$ cat config.mk
export PLATFORM = sky130hd
export DESIGN_NAME = long_arc_angle_error_tracker_flat
export DESIGN_NICKNAME = d
export VERILOG_FILES = /design/src/rtl/laaet_pkg.sv /design/src/rtl/laaet_if.sv /design/src/rtl/laaet_csr.sv /design/src/rtl/laaet_core.sv /design/src/rtl/long_arc_angle_error_tracker.sv /design/src/flat_wrapper.sv
export SDC_FILE = /design/constraint.sdc
export NUM_CORES = 1
export LEC_CHECK = 0
export BUFFER_PORTS_ARGS = -buffer_cell sky130_fd_sc_hd__buf_2
export CELL_PAD_IN_SITES_DETAIL_PLACEMENT = 0
export CELL_PAD_IN_SITES_GLOBAL_PLACEMENT = 1
export CORE_MARGIN = 2
export CORE_UTILIZATION = 45
export DETAILED_ROUTE_END_ITERATION = 6
export GPL_TIMING_DRIVEN = 0
export PLACE_DENSITY = 0.89
export RECOVER_POWER = 50
export SYNTH_ARGS = -nofsm -noshare
export SYNTH_HDL_FRONTEND = slang
export SYNTH_HIERARCHICAL = 1
export SYNTH_SLANG_ARGS = --single-unit
$ cat constraint.sdc
create_clock -name clock -period 15.66 [get_ports clock]
set_input_delay 3.132 -clock clock [delete_from_list [all_inputs] [get_ports clock]]
set_output_delay 3.132 -clock clock [all_outputs]
set_load 0.02 [all_outputs]
$ cat src/rtl/laaet_pkg.sv
`timescale 1ns / 1ps
// ----------------------------------------------------------------------------
// Long-arc angle error tracker package
// Shared widths, register indexes and payload types of the tracker.
// ----------------------------------------------------------------------------
package laaet_pkg;

   localparam int ANGLE_BITS_DEF = 16;
   localparam int ERROR_BITS_DEF = 32;

   localparam int ANGLE_W    = 16;
   localparam int ERROR_W    = 32;
   localparam int TOL_W      = 8;
   localparam int CSR_DATA_W = 32;
   localparam int CSR_ADDR_W = 3;

   typedef enum logic {
      CSR_TARGET_TOL = 1'b0,
      CSR_SAME_TOL   = 1'b1
   } csr_index_type;

   typedef struct packed {
      logic [TOL_W-1:0] target_change_tolerance;
      logic [TOL_W-1:0] match_tolerance;
   } cfg_type;

   typedef struct packed {
      logic [ANGLE_W-1:0] meas_angle;
      logic               actual_valid;
      logic [ANGLE_W-1:0] cmd_angle;
      logic               target_valid;
   } req_payload_type;

   typedef struct packed {
      logic signed [ERROR_W-1:0] control_error;
      logic [ANGLE_W-1:0]        target_echo;
      logic                      result_valid;
   } rsp_payload_type;

endpackage

$ cat src/rtl/laaet_if.sv
`timescale 1ns / 1ps
// ----------------------------------------------------------------------------
// Long-arc angle error tracker channels
// Valid/ready channel interfaces for angle samples and error results.
// ----------------------------------------------------------------------------
interface laaet_req_if;
   import laaet_pkg::*;

   logic               valid;
   logic               ready;
   logic [ANGLE_W-1:0] meas_angle;
   logic               actual_valid;
   logic [ANGLE_W-1:0] cmd_angle;
   logic               target_valid;

   modport source (
      output valid, meas_angle, actual_valid, cmd_angle, target_valid,
      input  ready
   );

   modport sink (
      input  valid, meas_angle, actual_valid, cmd_angle, target_valid,
      output ready
   );
endinterface

interface laaet_rsp_if;
   import laaet_pkg::*;

   logic                      valid;
   logic                      ready;
   logic signed [ERROR_W-1:0] control_error;
   logic [ANGLE_W-1:0]        target_echo;
   logic                      result_valid;

   modport source (
      output valid, control_error, target_echo, result_valid,
      input  ready
   );

   modport sink (
      input  valid, control_error, target_echo, result_valid,
      output ready
   );
endinterface

$ cat src/rtl/laaet_csr.sv
`timescale 1ns / 1ps
// ----------------------------------------------------------------------------
// Long-arc angle error tracker register file
// APB-style write and read access to the two tolerance registers.
// ----------------------------------------------------------------------------
module laaet_csr (
   input  logic                                clock,
   input  logic                                reset,
   input  logic                                csr_psel,
   input  logic                                csr_penable,
   input  logic                                csr_pwrite,
   input  logic [laaet_pkg::CSR_ADDR_W-1:0]    csr_paddr,
   input  logic [laaet_pkg::CSR_DATA_W-1:0]    csr_pwdata,
   output logic [laaet_pkg::CSR_DATA_W-1:0]    csr_prdata,
   output logic                                csr_pready,
   output laaet_pkg::cfg_type                  cfg
);
   import laaet_pkg::*;

   logic [TOL_W-1:0] target_tol_ff;
   logic [TOL_W-1:0] target_tol_in;
   logic [TOL_W-1:0] same_tol_ff;
   logic [TOL_W-1:0] same_tol_in;
   logic             wr_en;
   csr_index_type    idx;

   assign csr_pready = 1'b1;
   assign wr_en      = csr_psel && csr_penable && csr_pwrite && csr_pready;
   assign idx        = csr_index_type'(csr_paddr[CSR_ADDR_W-1:2]);

   always_comb begin
      target_tol_in = target_tol_ff;
      same_tol_in   = same_tol_ff;
      csr_prdata    = '0;
      unique case (idx)
         CSR_TARGET_TOL: begin
            csr_prdata = CSR_DATA_W'(target_tol_ff);
            if (wr_en) begin
               target_tol_in = csr_pwdata[TOL_W-1:0];
            end
         end
         CSR_SAME_TOL: begin
            csr_prdata = CSR_DATA_W'(same_tol_ff);
            if (wr_en) begin
               same_tol_in = csr_pwdata[TOL_W-1:0];
            end
         end
      endcase
   end

   always_ff @(posedge clock) begin
      if (reset) begin
         target_tol_ff <= '0;
         same_tol_ff   <= '0;
      end else begin
         target_tol_ff <= target_tol_in;
         same_tol_ff   <= same_tol_in;
      end
   end

   assign cfg.target_change_tolerance = target_tol_ff;
   assign cfg.match_tolerance         = same_tol_ff;

endmodule

$ cat src/rtl/laaet_core.sv
`timescale 1ns / 1ps
// ----------------------------------------------------------------------------
// Long-arc angle error tracker core
// Tracking state and the single-pass error update for one sample.
// ----------------------------------------------------------------------------
module laaet_core #(
   parameter int ANGLE_BITS = laaet_pkg::ANGLE_BITS_DEF,
   parameter int ERROR_BITS = laaet_pkg::ERROR_BITS_DEF
) (
   input  logic                       clock,
   input  logic                       reset,
   input  logic                       step,
   input  laaet_pkg::cfg_type         cfg,
   input  laaet_pkg::req_payload_type item,
   output laaet_pkg::rsp_payload_type result
);
   import laaet_pkg::*;

   localparam int SUM_BITS = ((ERROR_BITS > ANGLE_BITS + 1) ? ERROR_BITS : ANGLE_BITS + 1) + 1;
   localparam logic signed [SUM_BITS-1:0] ONE_TURN =
      {{(SUM_BITS-ANGLE_BITS-1){1'b0}}, 1'b1, {ANGLE_BITS{1'b0}}};
   localparam logic signed [ERROR_BITS-1:0] ERR_MAX = {1'b0, {(ERROR_BITS-1){1'b1}}};
   localparam logic signed [ERROR_BITS-1:0] ERR_MIN = {1'b1, {(ERROR_BITS-1){1'b0}}};

   function automatic logic signed [ERROR_BITS-1:0] sat_err(
      input logic signed [SUM_BITS-1:0] v
   );
      logic [SUM_BITS-ERROR_BITS:0] hi;
      hi = v[SUM_BITS-1:ERROR_BITS-1];
      priority if ((&hi) || !(|hi)) begin
         return v[ERROR_BITS-1:0];
      end else if (v[SUM_BITS-1]) begin
         return ERR_MIN;
      end else begin
         return ERR_MAX;
      end
   endfunction

   logic                         goal_active_ff;
   logic                         goal_active_in;
   logic [ANGLE_BITS-1:0]        last_angle_ff;
   logic [ANGLE_BITS-1:0]        last_angle_in;
   logic [ANGLE_BITS-1:0]        held_target_ff;
   logic [ANGLE_BITS-1:0]        held_target_in;
   logic signed [ERROR_BITS-1:0] travel_left_ff;
   logic signed [ERROR_BITS-1:0] travel_left_in;

   logic [ANGLE_BITS-1:0]        actual;
   logic [ANGLE_BITS-1:0]        target;
   logic                         inputs_ok;
   logic signed [ANGLE_BITS-1:0] movement;
   logic signed [SUM_BITS-1:0]   acc_sum;
   logic signed [ERROR_BITS-1:0] travel_acc;
   logic [ANGLE_BITS-1:0]        tgt_diff;
   logic [ANGLE_BITS-1:0]        tgt_mag;
   logic                         fresh;
   logic signed [ANGLE_BITS-1:0] span;
   logic [ANGLE_BITS-1:0]        span_mag;
   logic                         near;
   logic                         span_pos;
   logic signed [SUM_BITS-1:0]   span_ext;
   logic signed [SUM_BITS-1:0]   move_sum;
   logic signed [ERROR_BITS-1:0] travel_new;
   logic signed [ERROR_BITS-1:0] travel_sel;

   always_comb begin
      actual    = ANGLE_BITS'(item.meas_angle);
      target    = ANGLE_BITS'(item.cmd_angle);
      inputs_ok = item.actual_valid && item.target_valid;

      movement   = $signed(actual - last_angle_ff);
      acc_sum    = SUM_BITS'(travel_left_ff) - SUM_BITS'(movement);
      travel_acc = goal_active_ff ? sat_err(acc_sum) : travel_left_ff;

      tgt_diff = target - held_target_ff;
      tgt_mag  = tgt_diff[ANGLE_BITS-1] ? (~tgt_diff + ANGLE_BITS'(1)) : tgt_diff;
      fresh    = !goal_active_ff ||
                 (tgt_mag > ANGLE_BITS'(cfg.target_change_tolerance));

      span     = $signed(target - actual);
      span_mag = span[ANGLE_BITS-1] ? (~span + ANGLE_BITS'(1)) : span;
      near     = span_mag <= ANGLE_BITS'(cfg.match_tolerance);
      span_pos = !span[ANGLE_BITS-1] && (|span);
      span_ext = SUM_BITS'(span);
      move_sum = span_pos ? (span_ext - ONE_TURN) : (span_ext + ONE_TURN);
      travel_new = near ? '0 : sat_err(move_sum);

      travel_sel = fresh ? travel_new : travel_acc;

      goal_active_in = goal_active_ff;
      last_angle_in  = last_angle_ff;
      held_target_in = held_target_ff;
      travel_left_in = travel_left_ff;
      if (step) begin
         if (!inputs_ok) begin
            goal_active_in = 1'b0;
         end else begin
            goal_active_in = 1'b1;
            last_angle_in  = actual;
            travel_left_in = travel_sel;
            if (fresh) begin
               held_target_in = target;
            end
         end
      end

      if (inputs_ok) begin
         result.control_error = ERROR_W'(travel_sel);
         result.target_echo   = ANGLE_W'(target);
         result.result_valid  = 1'b1;
      end else begin
         result = '0;
      end
   end

   always_ff @(posedge clock) begin
      if (reset) begin
         goal_active_ff <= 1'b0;
         last_angle_ff  <= '0;
         held_target_ff <= '0;
         travel_left_ff <= '0;
      end else begin
         goal_active_ff <= goal_active_in;
         last_angle_ff  <= last_angle_in;
         held_target_ff <= held_target_in;
         travel_left_ff <= travel_left_in;
      end
   end

endmodule

$ cat src/rtl/long_arc_angle_error_tracker.sv
`timescale 1ns / 1ps
// ----------------------------------------------------------------------------
// Long-arc angle error tracker
// Each accepted sample is held in the input register; the core result for it is
// loaded into the output register when that is free or being read, and offered there.
// Throughput: one sample per cycle while results are taken (combinational core update).
// A transfer is accepted while a result waits, as long as the input register is empty.
// Reset is synchronous and active high; it clears the tolerances and the goal.
// ----------------------------------------------------------------------------
module long_arc_angle_error_tracker #(
   parameter int ANGLE_BITS = laaet_pkg::ANGLE_BITS_DEF,
   parameter int ERROR_BITS = laaet_pkg::ERROR_BITS_DEF
) (
   input  logic                             clock,
   input  logic                             reset,
   laaet_req_if.sink                        req_bus,
   laaet_rsp_if.source                      rsp_bus,
   input  logic                             csr_psel,
   input  logic                             csr_penable,
   input  logic                             csr_pwrite,
   input  logic [laaet_pkg::CSR_ADDR_W-1:0] csr_paddr,
   input  logic [laaet_pkg::CSR_DATA_W-1:0] csr_pwdata,
   output logic [laaet_pkg::CSR_DATA_W-1:0] csr_prdata,
   output logic                             csr_pready
);
   import laaet_pkg::*;

   cfg_type         cfg;
   logic            in_valid_ff;
   logic            in_valid_in;
   req_payload_type in_data_ff;
   req_payload_type in_data_in;
   logic            out_valid_ff;
   logic            out_valid_in;
   rsp_payload_type out_data_ff;
   rsp_payload_type out_data_in;
   rsp_payload_type core_result;
   logic            out_free;
   logic            step;

   laaet_csr u_csr (
      .clock       (clock),
      .reset       (reset),
      .csr_psel    (csr_psel),
      .csr_penable (csr_penable),
      .csr_pwrite  (csr_pwrite),
      .csr_paddr   (csr_paddr),
      .csr_pwdata  (csr_pwdata),
      .csr_prdata  (csr_prdata),
      .csr_pready  (csr_pready),
      .cfg         (cfg)
   );

   laaet_core #(
      .ANGLE_BITS (ANGLE_BITS),
      .ERROR_BITS (ERROR_BITS)
   ) u_core (
      .clock  (clock),
      .reset  (reset),
      .step   (step),
      .cfg    (cfg),
      .item   (in_data_ff),
      .result (core_result)
   );

   assign out_free      = !out_valid_ff || rsp_bus.ready;
   assign step          = in_valid_ff && out_free;
   assign req_bus.ready = !in_valid_ff || out_free;

   always_comb begin
      in_valid_in  = in_valid_ff;
      in_data_in   = in_data_ff;
      out_valid_in = out_valid_ff;
      out_data_in  = out_data_ff;
      if (req_bus.ready) begin
         in_valid_in             = req_bus.valid;
         in_data_in.meas_angle   = req_bus.meas_angle;
         in_data_in.actual_valid = req_bus.actual_valid;
         in_data_in.cmd_angle    = req_bus.cmd_angle;
         in_data_in.target_valid = req_bus.target_valid;
      end
      if (out_free) begin
         out_valid_in = in_valid_ff;
         out_data_in  = core_result;
      end
   end

   always_ff @(posedge clock) begin
      if (reset) begin
         in_valid_ff  <= 1'b0;
         out_valid_ff <= 1'b0;
      end else begin
         in_valid_ff  <= in_valid_in;
         out_valid_ff <= out_valid_in;
      end
   end

   always_ff @(posedge clock) begin
      in_data_ff  <= in_data_in;
      out_data_ff <= out_data_in;
   end

   assign rsp_bus.valid         = out_valid_ff;
   assign rsp_bus.control_error = out_data_ff.control_error;
   assign rsp_bus.target_echo   = out_data_ff.target_echo;
   assign rsp_bus.result_valid  = out_data_ff.result_valid;

endmodule

$ cat src/flat_wrapper.sv
// flat-port wrapper written by rule: the top's interface ports become plain ports
module long_arc_angle_error_tracker_flat import laaet_pkg::*;
#(
   parameter int ANGLE_BITS = laaet_pkg::ANGLE_BITS_DEF,
   parameter int ERROR_BITS = laaet_pkg::ERROR_BITS_DEF
)
  (clock, reset, csr_psel, csr_penable, csr_pwrite, csr_paddr, csr_pwdata, csr_prdata, csr_pready, req_bus_valid, req_bus_meas_angle, req_bus_actual_valid, req_bus_cmd_angle, req_bus_target_valid, req_bus_ready, rsp_bus_valid, rsp_bus_control_error, rsp_bus_target_echo, rsp_bus_result_valid, rsp_bus_ready);
  laaet_req_if req_bus_i ();
  laaet_rsp_if rsp_bus_i ();
  input  logic clock;
  input  logic reset;
  input  logic csr_psel;
  input  logic csr_penable;
  input  logic csr_pwrite;
  input  logic [laaet_pkg::CSR_ADDR_W-1:0] csr_paddr;
  input  logic [laaet_pkg::CSR_DATA_W-1:0] csr_pwdata;
  output logic [laaet_pkg::CSR_DATA_W-1:0] csr_prdata;
  output logic csr_pready;
  input wire logic [$bits(req_bus_i.valid)-1:0] req_bus_valid;
  input wire logic [$bits(req_bus_i.meas_angle)-1:0] req_bus_meas_angle;
  input wire logic [$bits(req_bus_i.actual_valid)-1:0] req_bus_actual_valid;
  input wire logic [$bits(req_bus_i.cmd_angle)-1:0] req_bus_cmd_angle;
  input wire logic [$bits(req_bus_i.target_valid)-1:0] req_bus_target_valid;
  output wire logic [$bits(req_bus_i.ready)-1:0] req_bus_ready;
  output wire logic [$bits(rsp_bus_i.valid)-1:0] rsp_bus_valid;
  output wire logic [$bits(rsp_bus_i.control_error)-1:0] rsp_bus_control_error;
  output wire logic [$bits(rsp_bus_i.target_echo)-1:0] rsp_bus_target_echo;
  output wire logic [$bits(rsp_bus_i.result_valid)-1:0] rsp_bus_result_valid;
  input wire logic [$bits(rsp_bus_i.ready)-1:0] rsp_bus_ready;
  assign req_bus_i.valid = req_bus_valid;
  assign req_bus_i.meas_angle = req_bus_meas_angle;
  assign req_bus_i.actual_valid = req_bus_actual_valid;
  assign req_bus_i.cmd_angle = req_bus_cmd_angle;
  assign req_bus_i.target_valid = req_bus_target_valid;
  assign req_bus_ready = req_bus_i.ready;
  assign rsp_bus_valid = rsp_bus_i.valid;
  assign rsp_bus_control_error = rsp_bus_i.control_error;
  assign rsp_bus_target_echo = rsp_bus_i.target_echo;
  assign rsp_bus_result_valid = rsp_bus_i.result_valid;
  assign rsp_bus_i.ready = rsp_bus_ready;
  long_arc_angle_error_tracker #(.ANGLE_BITS(ANGLE_BITS), .ERROR_BITS(ERROR_BITS)) u_core (.clock(clock), .reset(reset), .req_bus(req_bus_i), .rsp_bus(rsp_bus_i), .csr_psel(csr_psel), .csr_penable(csr_penable), .csr_pwrite(csr_pwrite), .csr_paddr(csr_paddr), .csr_pwdata(csr_pwdata), .csr_prdata(csr_prdata), .csr_pready(csr_pready));
endmodule
==> run summary, run 1 <==
outcome -> finished with violations
failing checks -> max-capacitance violations, max-slew violations
setup total negative slack -> 0 ps
VDD IR max -> 0.0732 mV
# setup viols final -> 0
Resized cells post-CTS -> 0
r2r endpoint -> u_core/rsp_bus.control_error[17]
Yosys cell types -> 94
Yosys reg bits -> 166
Hold Buf Count CTS -> 0
CTS tree -> yes
fill count -> 2571
starting density of the core -> 0.456
CTS Buffer Depth -> 2
Die X -> 169 um
worst-case reg-to-reg path depth -> 26
post-synthesis sequential area ratio -> 0.339
vias in the first global route -> 10300
DRC Markers -> 0
post-layout minimum cycle time -> 8470 ps
H-tree lvl count -> 4
setup ws final -> 7190 ps
Leakage -> 5.68 nW
YS warnings -> 6
CTS Buf Count -> 17
R2R setup slack -> 8700 ps
actual slew at the worst max-slew pin -> 1740 ps
Slew Limit Fails -> 32
hold slack -> 454 ps
Critical Path Sink -> req_bus_ready
1st-iter DRT viols -> 1057
max cap viols -> 1
Place WS -> 8340 ps
Final period util -> 0.541
crit path max fanout -> 18
Nets -> 1751
vias per cell -> 5.81
GPL Wtd Cong -> 0.934
core area -> 0.0269 sq mm
FFs w/ async S/R, synth -> 0
Hold Vio Cnt, Final -> 0
Critical Path RT -> 12530 ps
routed len/inst -> 18.2 um
largest net degree at the start of global routing -> 32
Synth Instances -> 1438
Post-DP HPWL -> 27700 um
crit path capture type -> primary output
Post-Syn Area -> 0.0123 sq mm
TritonRoute pass-1 iters -> 7
clock skew -> 18.7 ps
initial antenna violation count -> 2
RSZ-0062 raised after global routing -> no
total congestion overflow -> 0
Final Instance Area -> 0.0139 sq mm
Avg Inst Size Synth -> 8.52 sq um
Area Overhead vs Synth -> 13.3%
global-route wire length before repair -> 55300 um
worst hold-check path type -> flip-flop to flip-flop
Slew HR -> -0.159
post-CTS setup buffer count -> 0
floorplan row count -> 60
Max Freq -> 118 MHz
Vias -> 11300
Placed Cells -> 1913
Critical Path AT -> 5340 ps
worst reg2reg startpoint -> u_core/in_data_ff[18]
clock transition at the registers of the reported paths -> 60 ps
PwrDens -> 97.2 mW/mm^2
share of layout cells above drive strength 1 -> 0.128
Worst Setup SP -> rsp_bus_ready
ys flop type -> edfxtp_1
WL final -> 35400 um
Setup crit start kind -> input pin
post-route ant nets -> 0
port bufs -> 108
io pins -> 160
All-Layer GR Usage -> 0.247
number of flops mapped to enable cells by yosys -> 83
Post-Layout Cell Count -> 1947
Skew-Pair Late Insertion Delay -> 450 ps
Placed Instance Area -> 0.0134 sq mm
DIE AREA -> 0.0286 sq mm
die height -> 169 um
Clock Root Buffer -> clkbuf_16
clk sinks -> 166
WS Path Type -> input pin to primary output
power breakdown:
group	internal (mW)	switching, mW
registers	0.482	0.0182
logic	0.162	0.268
clock network	0.231	0.188
total	0.875	0.474
per-layer routing:
| layer | vias to the layer above | global-route usage | wire, um |
|---|---|---|---|
| met5 | - | 0 | 0 |
| li1 | 5511 | - | - |
| met1 | 5332 | 0.343 | 16300 |
| met2 | 407 | 0.386 | 15700 |
| met4 | 0 | 0.0966 | 1160 |
| met3 | 64 | 0.0402 | 2350 |
critical path, cell delays in order:
cell and delay [ps]:
clkbuf_1 100, nand3b_1 260, clkbuf_1 730, clkbuf_1 790, buf_2 310
cell usage after synthesis, types with 21 or more instances:
master    count  area share
nand2_1     135       0.041
a21oi_1     127       0.052
nor2_1       95       0.029
inv_1        93       0.028
o21ai_0      87       0.036
dfxtp_1      83        0.14
edfxtp_1     83        0.20
ha_1         80       0.082
clkbuf_1     53       0.016
xnor2_1      51       0.036
nand2b_1     47       0.024
nand3_1      41       0.017
and3_1       30       0.015
buf_4        28       0.017
mux2i_1      27       0.022
xor2_1       24       0.017
nor3_1       21      0.0086
state kept, by name, summed over array words and instances (netlist names), 8 cells and up:
name / count
u_core/u_core/travel_left_ff: 32
u_core/rsp_bus.target_echo: 16
u_core/rsp_bus.control_error: 32
u_core/in_data_ff: 34
u_core/u_core/last_angle_ff: 16
u_core/u_csr/target_tol_ff: 8
u_core/u_csr/same_tol_ff: 8
u_core/u_core/held_target_ff: 16
per-stage QoR:
step | util | power, mW
finish | 0.516 | 1.35
detailed placement | 0.497 | 0.931
global route | 0.516 | 1.42
floorplan | - | 0.819
CTS | 0.519 | 1.35
global placement | 0.495 | 0.924
final cells by class:
class	instances	area, sq um	area share
clock inverters	12	114	0.00820
diodes	2	5.00	0.000361
plain buffers	98	500	0.0361
inverters	94	353	0.0254
flip-flops and latches	166	4150	0.299
clock buffers	20	458	0.0330
well taps	341	427	0.0307
multi-input cells	1103	7330	0.528
repair buffers	111	539	0.0388
placed cells by master (no fill, tap or decap), types with 21 or more instances in the layout:
master    count
ha_1         80
o21ai_0      87
nor2_1       95
xnor2_1      51
nand2b_1     47
edfxtp_1     83
a21oi_1     127
clkbuf_1     68
conb_1       25
buf_2       108
nor3_1       21
xor2_1       24
dfxtp_1      83
nand2_1     135
buf_4        27
nand3_1      41
inv_1        93
mux2i_1      27
and3_1       30
kinds of logic after synthesis:
| family | share of synthesized area |
|---|---|
| other cells | 0.000613 |
| compound gates | 0.220 |
| buf+inv | 0.0696 |
| fa+ha+maj | 0.0882 |
| mux | 0.0322 |
| simple gates | 0.197 |
| flops | 0.339 |
| xor+xnor | 0.0536 |
how the worst min path moves through the flow:
| stage | startpoint | endpoint | slack (ps) | cells after the start |
|---|---|---|---|---|
| after floorplan | u_core/in_valid_ff | u_core/rsp_bus.valid | 430 | 2 |
| after global placement | u_core/u_core/last_angle_ff[5] | u_core/u_core/last_angle_ff[5] | 440 | 2 |
| after detailed placement | u_core/u_core/last_angle_ff[13] | u_core/u_core/last_angle_ff[13] | 450 | 2 |
| after CTS | u_core/u_core/last_angle_ff[13] | u_core/u_core/last_angle_ff[13] | 460 | 2 |
| after global routing | u_core/u_core/last_angle_ff[2] | u_core/u_core/last_angle_ff[2] | 470 | 2 |
| final | u_core/u_core/last_angle_ff[11] | u_core/u_core/last_angle_ff[11] | 450 | 2 |
Power figures use the tool's default switching activity.
==> inputs of run 2 (changes only) <==
--- a/config.mk
+++ b/config.mk
@@ -9,10 +9,10 @@
 export CELL_PAD_IN_SITES_DETAIL_PLACEMENT = 0
 export CELL_PAD_IN_SITES_GLOBAL_PLACEMENT = 1
 export CORE_MARGIN = 2
-export CORE_UTILIZATION = 45
+export CORE_UTILIZATION = 40
 export DETAILED_ROUTE_END_ITERATION = 6
 export GPL_TIMING_DRIVEN = 0
-export PLACE_DENSITY = 0.89
+export PLACE_DENSITY = 0.84
 export RECOVER_POWER = 50
 export SYNTH_ARGS = -nofsm -noshare
 export SYNTH_HDL_FRONTEND = slang
==> constraint.sdc (replaced) <==
create_clock -name clock -period 7.4 [get_ports clock]
set_input_delay 1.48 -clock clock [delete_from_list [all_inputs] [get_ports clock]]
set_output_delay 1.48 -clock clock [all_outputs]
set_load 0.02 [all_outputs]
==> run 2 against run 1 <==
Net effect: the run still ends with max-capacitance violations, max-slew violations left; core utilization decreased by 5.5 points; critical path type is now flip-flop to flip-flop; sequential cell count unchanged; non-clock buffer count is the same; worst hold slack better by 3.8 ps; cell count increased by 2.9%; power up 110%; register-to-register slack got worse by 8200 ps.
==> run summary, run 2 (synthesized netlist as in run 1, its figures left out) <==
CTS Buffer Depth -> 2 (unchanged)
Placed Instance Area -> 0.0135 sq mm (+0.61%)
H-tree lvl count -> 4 (unchanged)
DIE AREA -> 0.0320 sq mm (+12%)
WL final -> 36600 um (+3.4%)
CTS tree -> yes
Vias -> 11400 (+0.37%)
clock skew -> 12.8 ps (-5.87 ps)
largest net degree at the start of global routing -> 38 (+19%)
Worst Setup SP -> u_core/in_data_ff[18]
global-route wire length before repair -> 57100 um (+3.4%)
port bufs -> 108 (unchanged)
R2R setup slack -> 530 ps (-8170 ps)
outcome -> finished with violations
actual slew at the worst max-slew pin -> 2150 ps (+414 ps)
All-Layer GR Usage -> 0.232 (-0.0156)
commonest cells after routing, fill and taps aside -> nand2_1 (135), a21oi_1 (127), buf_2 (112)
worst-case reg-to-reg path depth -> 29 (+12%)
number of flip-flops in the largest register -> 34 (unchanged)
crit path capture type -> flip-flop
Area Overhead vs Synth -> 14.2%
CTS Buf Count -> 17 (unchanged)
Setup crit start kind -> flip-flop
Slew Limit Fails -> 38 (+19%)
Seq. cell area -> 0.00415 sq mm (unchanged)
Max Freq -> 145 MHz
worst hold-check path type -> flip-flop to flip-flop
worst reg2reg startpoint -> u_core/in_data_ff[18]
Critical Path Sink -> u_core/rsp_bus.control_error[7]
GPL Wtd Cong -> 0.915 (-2.0%)
Crit-path slowest cell -> edfxtp_1
CP max stage delay -> 470 ps (-320 ps)
starting density of the core -> 0.404 (-0.0522)
crit path max fanout -> 10 (-8)
Slew HR -> -0.435 (-0.276)
routed len/inst -> 18.3 um (+0.48%)
Placed Cells -> 1968 (+2.9%)
Critical Path AT -> 7050 ps (+1710 ps)
Post-DP HPWL -> 28500 um (+3.0%)
multi-input logic area -> 0.00736 sq mm (+0.43%)
PwrDens -> 205 mW/mm^2 (+110%)
RSZ-0062 raised after global routing -> no
die height -> 179 um (+5.9%)
max cap viols -> 1 (unchanged)
Hold Path Origin -> u_core/u_core/last_angle_ff[5]
Skew-Pair Late Insertion Delay -> 450 ps (about the same)
vias per cell -> 5.67 (-2.4%)
Top reg by flops -> u_core/in_data_ff
Nets -> 1751 (unchanged)
commonest non-fill, non-tap cell in the layout -> nand2_1
DRC Markers -> 0 (unchanged)
io pins -> 160 (unchanged)
Final period util -> 0.929
# setup viols final -> 0 (unchanged)
Post-Layout Cell Count -> 2003 (+2.9%)
total congestion overflow -> 0 (unchanged)
Clock Root Buffer -> clkbuf_16
fill count -> 2977 (+16%)
clk sinks -> 166 (unchanged)
setup ws final -> 526 ps (-6660 ps)
share of layout cells above drive strength 1 -> 0.133 (+0.00561)
VDD IR max -> 0.183 mV (+150%)
post-CTS setup buffer count -> 0 (unchanged)
TritonRoute pass-1 iters -> 7 (unchanged)
initial antenna violation count -> 3 (+1)
Hold Vio Cnt, Final -> 0 (unchanged)
setup total negative slack -> 0 ps (unchanged)
Leakage -> 5.72 nW (+0.64%)
post-layout minimum cycle time -> 6870 ps
WS Path Type -> flip-flop to flip-flop
floorplan row count -> 64 (+6.7%)
core area -> 0.0303 sq mm (+13%)
Final Instance Area -> 0.0140 sq mm (+0.83%)
post-route ant nets -> 0 (unchanged)
Die X -> 179 um (+5.9%)
Final Power -> 2.87 mW (+110%)
clock transition at the registers of the reported paths -> 70 ps (about the same)
r2r endpoint -> u_core/rsp_bus.control_error[7]
failing checks -> max-capacitance violations, max-slew violations
Place WS -> 319 ps (-8020 ps)
Critical Path RT -> 7580 ps (-4950 ps)
1st-iter DRT viols -> 940 (-11%)
vias in the first global route -> 10300 (-0.19%)
==> run 2: cell types whose count changed in the layout (fill, tap and decap cells not counted), moves of 2 or more <==
| cell | change |
|---|---|
| clkbuf_1 | -6 |
| inv_8 | +5 |
| buf_2 | +4 |
| inv_4 | -3 |
| clkinv_8 | +2 |
==> run 2: area by class of cell <==
| type | count | area share |
|---|---|---|
| plain buffers | 98 | 0.0358 |
| flip-flops and latches | 166 | 0.297 |
| diodes | 3 | 0.000536 |
| inverters | 94 | 0.0252 |
| well taps | 396 | 0.0354 |
| multi-input cells | 1103 | 0.526 |
| clock inverters | 15 | 0.0110 |
| clock buffers | 17 | 0.0304 |
| repair buffers | 111 | 0.0389 |
==> run 2: how the worst min path moves through the flow <==
stage	endpoint	depth (start not counted)
floorplan	u_core/rsp_bus.valid	2
global placement	u_core/u_core/last_angle_ff[13]	2
detailed placement	u_core/u_core/last_angle_ff[10]	2
CTS	u_core/u_core/last_angle_ff[10]	2
global route	u_core/u_core/last_angle_ff[3]	2
finish	u_core/u_core/last_angle_ff[5]	2
==> run 2: worst max-delay path, delay by kind of cell (launching register included) <==
kind | cells | cell delay, ps
AO/OA/AOI/OAI | 17 | 3840
XOR/XNOR | 1 | 200
adder cells (fa/ha/maj) | 3 | 840
buffers and inverters | 5 | 850
flip-flops | 1 | 470
AND/OR/NAND/NOR | 3 | 420
==> run 2: power by group <==
part | internal [mW] | switching [mW]
Clock | 0.451 | 0.441
Sequential | 1.02 | 0.0371
Combinational | 0.345 | 0.578
Total | 1.82 | 1.06
==> run 2: metrics by stage <==
stage	util	hold slack, ps
floorplan	-	428
global placement	0.441	443
finish	0.461	458
detailed placement	0.443	448
global route	0.461	469
CTS	0.462	458
==> run 2: repair_timing <==
action                                  CTS  global route
hold buffers                              0             0
gates resized for setup                   0             6
endpoints found under the setup margin    0            47
==> run 2: routing by layer <==
metal	share of wire	track usage	up-vias	routed length (um)
li1	-	-	5506	-
met1	0.46	0.326	5366	16900
met2	0.45	0.365	427	16500
met3	0.063	0.0307	57	2320
met4	0.026	0.0796	0	953
met5	0	0	-	0
==> inputs of run 3 (changes only) <==
--- a/config.mk
+++ b/config.mk
@@ -9,10 +9,10 @@
 export CELL_PAD_IN_SITES_DETAIL_PLACEMENT = 0
 export CELL_PAD_IN_SITES_GLOBAL_PLACEMENT = 1
 export CORE_MARGIN = 2
-export CORE_UTILIZATION = 40
+export CORE_UTILIZATION = 34
 export DETAILED_ROUTE_END_ITERATION = 6
 export GPL_TIMING_DRIVEN = 0
-export PLACE_DENSITY = 0.84
+export PLACE_DENSITY = 0.74
 export RECOVER_POWER = 50
 export SYNTH_ARGS = -nofsm -noshare
 export SYNTH_HDL_FRONTEND = slang
==> run 3 against run 2 <==
Net effect: the run still ends with max-capacitance violations, max-slew violations left; cell count rose by 3.3%; sequential power is essentially flat; global-route usage down 3.1 points; core utilization decreased by 6.6 points; non-clock buffer count stayed put; sequential cell count is the same; fmax increased by 0.33%; critical path type unchanged; largest cell class unchanged.
==> run summary, run 3 (synthesized netlist as in run 1, its figures left out) <==
io pins -> 160 (unchanged)
post-layout minimum cycle time -> 6850 ps (-22.6 ps)
WL met3 -> 2550 um (+10%)
Place WS -> 380 ps (+60.3 ps)
wire length on met1 -> 17800 um (+5.6%)
Resized cells post-CTS -> 0 (unchanged)
Post-DP HPWL -> 29900 um (+4.8%)
failing checks -> max-capacitance violations, max-slew violations
Post-Layout Cell Count -> 2069 (+3.3%)
commonest cells after routing, fill and taps aside -> nand2_1 (135), a21oi_1 (127), buf_2 (114)
starting density of the core -> 0.344 (-0.0592)
initial antenna violation count -> 4 (+1)
DR WL met2 -> 17200 um (+4.5%)
Critical Path AT -> 7020 ps (-30 ps)
Setup crit start kind -> flip-flop
outcome -> finished with violations
Hold Vio Cnt, Final -> 0 (unchanged)
routed len/inst -> 18.5 um (+1.2%)
Clock Root Buffer -> clkbuf_16
Die X -> 194 um (+8.3%)
Skew-Pair Late Insertion Delay -> 450 ps (about the same)
vias per cell -> 5.40 (-4.7%)
Critical Path RT -> 7570 ps (about the same)
die height -> 194 um (+8.3%)
WS Path Type -> flip-flop to flip-flop
Top reg by flops -> u_core/in_data_ff
total congestion overflow -> 0 (unchanged)
actual slew at the worst max-slew pin -> 1740 ps (-411 ps)
CTS tree -> yes
TritonRoute pass-1 iters -> 5 (-2)
clk sinks -> 166 (unchanged)
Slew Limit Fails -> 34 (-11%)
fill count -> 3658 (+23%)
vias in the first global route -> 10400 (+0.72%)
floorplan row count -> 69 (+7.8%)
core area -> 0.0356 sq mm (+17%)
crit path capture type -> flip-flop
number of flip-flops in the largest register -> 34 (unchanged)
Final Instance Area -> 0.0141 sq mm (+0.48%)
port bufs -> 108 (unchanged)
DIE AREA -> 0.0376 sq mm (+17%)
crit path max fanout -> 10 (unchanged)
clock skew -> 15.6 ps (+2.76 ps)
1st-iter DRT viols -> 947 (+0.74%)
DRC Markers -> 0 (unchanged)
PwrDens -> 205 mW/mm^2 (about the same)
global-route wire length before repair -> 59200 um (+3.7%)
buffers plus inverters on the worst setup path -> 5 (unchanged)
CP top delay family -> compound AO/OA/AOI/OAI gates
share of layout cells above drive strength 1 -> 0.133 (-0.000623)
Area Overhead vs Synth -> 14.8%
WL final -> 38300 um (+4.6%)
Placed Instance Area -> 0.0135 sq mm (+0.42%)
post-route ant nets -> 0 (unchanged)
highest metal used -> met4
post-CTS setup buffer count -> 0 (unchanged)
Hold Buf Count CTS -> 0 (unchanged)
RSZ-0062 raised after global routing -> no
Max Freq -> 146 MHz (+0.33%)
clock transition at the registers of the reported paths -> 70 ps (about the same)
Leakage -> 5.71 nW (-0.15%)
Vias -> 11200 (-1.6%)
setup total negative slack -> 0 ps (unchanged)
commonest non-fill, non-tap cell in the layout -> nand2_1
setup ws final -> 549 ps (+22.6 ps)
Nets -> 1751 (unchanged)
All-Layer GR Usage -> 0.201 (-0.0306)
max cap viols -> 1 (unchanged)
Crit-path slowest cell -> a222oi_1
VDD IR max -> 0.168 mV (-8.0%)
Final period util -> 0.926 (-0.00306)
largest net degree at the start of global routing -> 34 (-11%)
CP max stage delay -> 510 ps (+40 ps)
GPL Wtd Cong -> 0.912 (-0.33%)
CTS Buffer Depth -> 2 (unchanged)
H-tree lvl count -> 4 (unchanged)
Placed Cells -> 2033 (+3.3%)
worst hold-check path type -> flip-flop to flip-flop
# setup viols final -> 0 (unchanged)
Slew HR -> -0.161 (+0.274)
CTS Buf Count -> 17 (unchanged)
hold slack -> 454 ps (-3.67 ps)
## run 3: final timing paths
path	from	endpoint	slack [ps]	cells past startpoint
max reg2reg	u_core/in_data_ff[18]	u_core/rsp_bus.control_error[11]	550	29
min reg2reg	u_core/u_core/last_angle_ff[5]	u_core/u_core/last_angle_ff[5]	450	2
max	u_core/in_data_ff[18]	u_core/rsp_bus.control_error[11]	550	29
min	u_core/u_core/last_angle_ff[5]	u_core/u_core/last_angle_ff[5]	450	2
## run 3: per-stage QoR
step	power (mW)	utilization
CTS	2.89	0.396
global placement	1.97	0.378
global route	3.04	0.395
floorplan	1.73	-
finish	2.88	0.395
detailed placement	1.98	0.380
## run 3: layout make-up
cell class	count	area, sq um	share of cell area
inverters	94	353	0.0251
well taps	461	577	0.0410
flip-flops and latches	166	4150	0.295
repair buffers	111	547	0.0389
clock buffers	18	429	0.0305
plain buffers	98	500	0.0356
clock inverters	14	138	0.00979
multi-input cells	1103	7360	0.523
diodes	4	10.0	0.000712
## run 3: per-layer routing
layer | vias up | GRT usage
met4 | 0 | 0.0634
li1 | 5492 | -
met2 | 391 | 0.315
met3 | 42 | 0.0310
met1 | 5251 | 0.284
met5 | - | 0
## run 3: power by group
| part | total, mW | switching [mW] | internal, mW |
|---|---|---|---|
| Combinational | 0.922 | 0.576 | 0.345 |
| Sequential | 1.06 | 0.0397 | 1.02 |
| Clock | 0.903 | 0.429 | 0.473 |
| Total | 2.88 | 1.05 | 1.84 |
## run 3: worst reg2reg max path: cells and delay by family, from the launching register on
family | cells | cell delay, ps
compound gates | 17 | 3670
xor+xnor | 1 | 210
fa+ha+maj | 3 | 850
buf+inv | 5 | 850
flops | 1 | 480
simple gates | 3 | 510
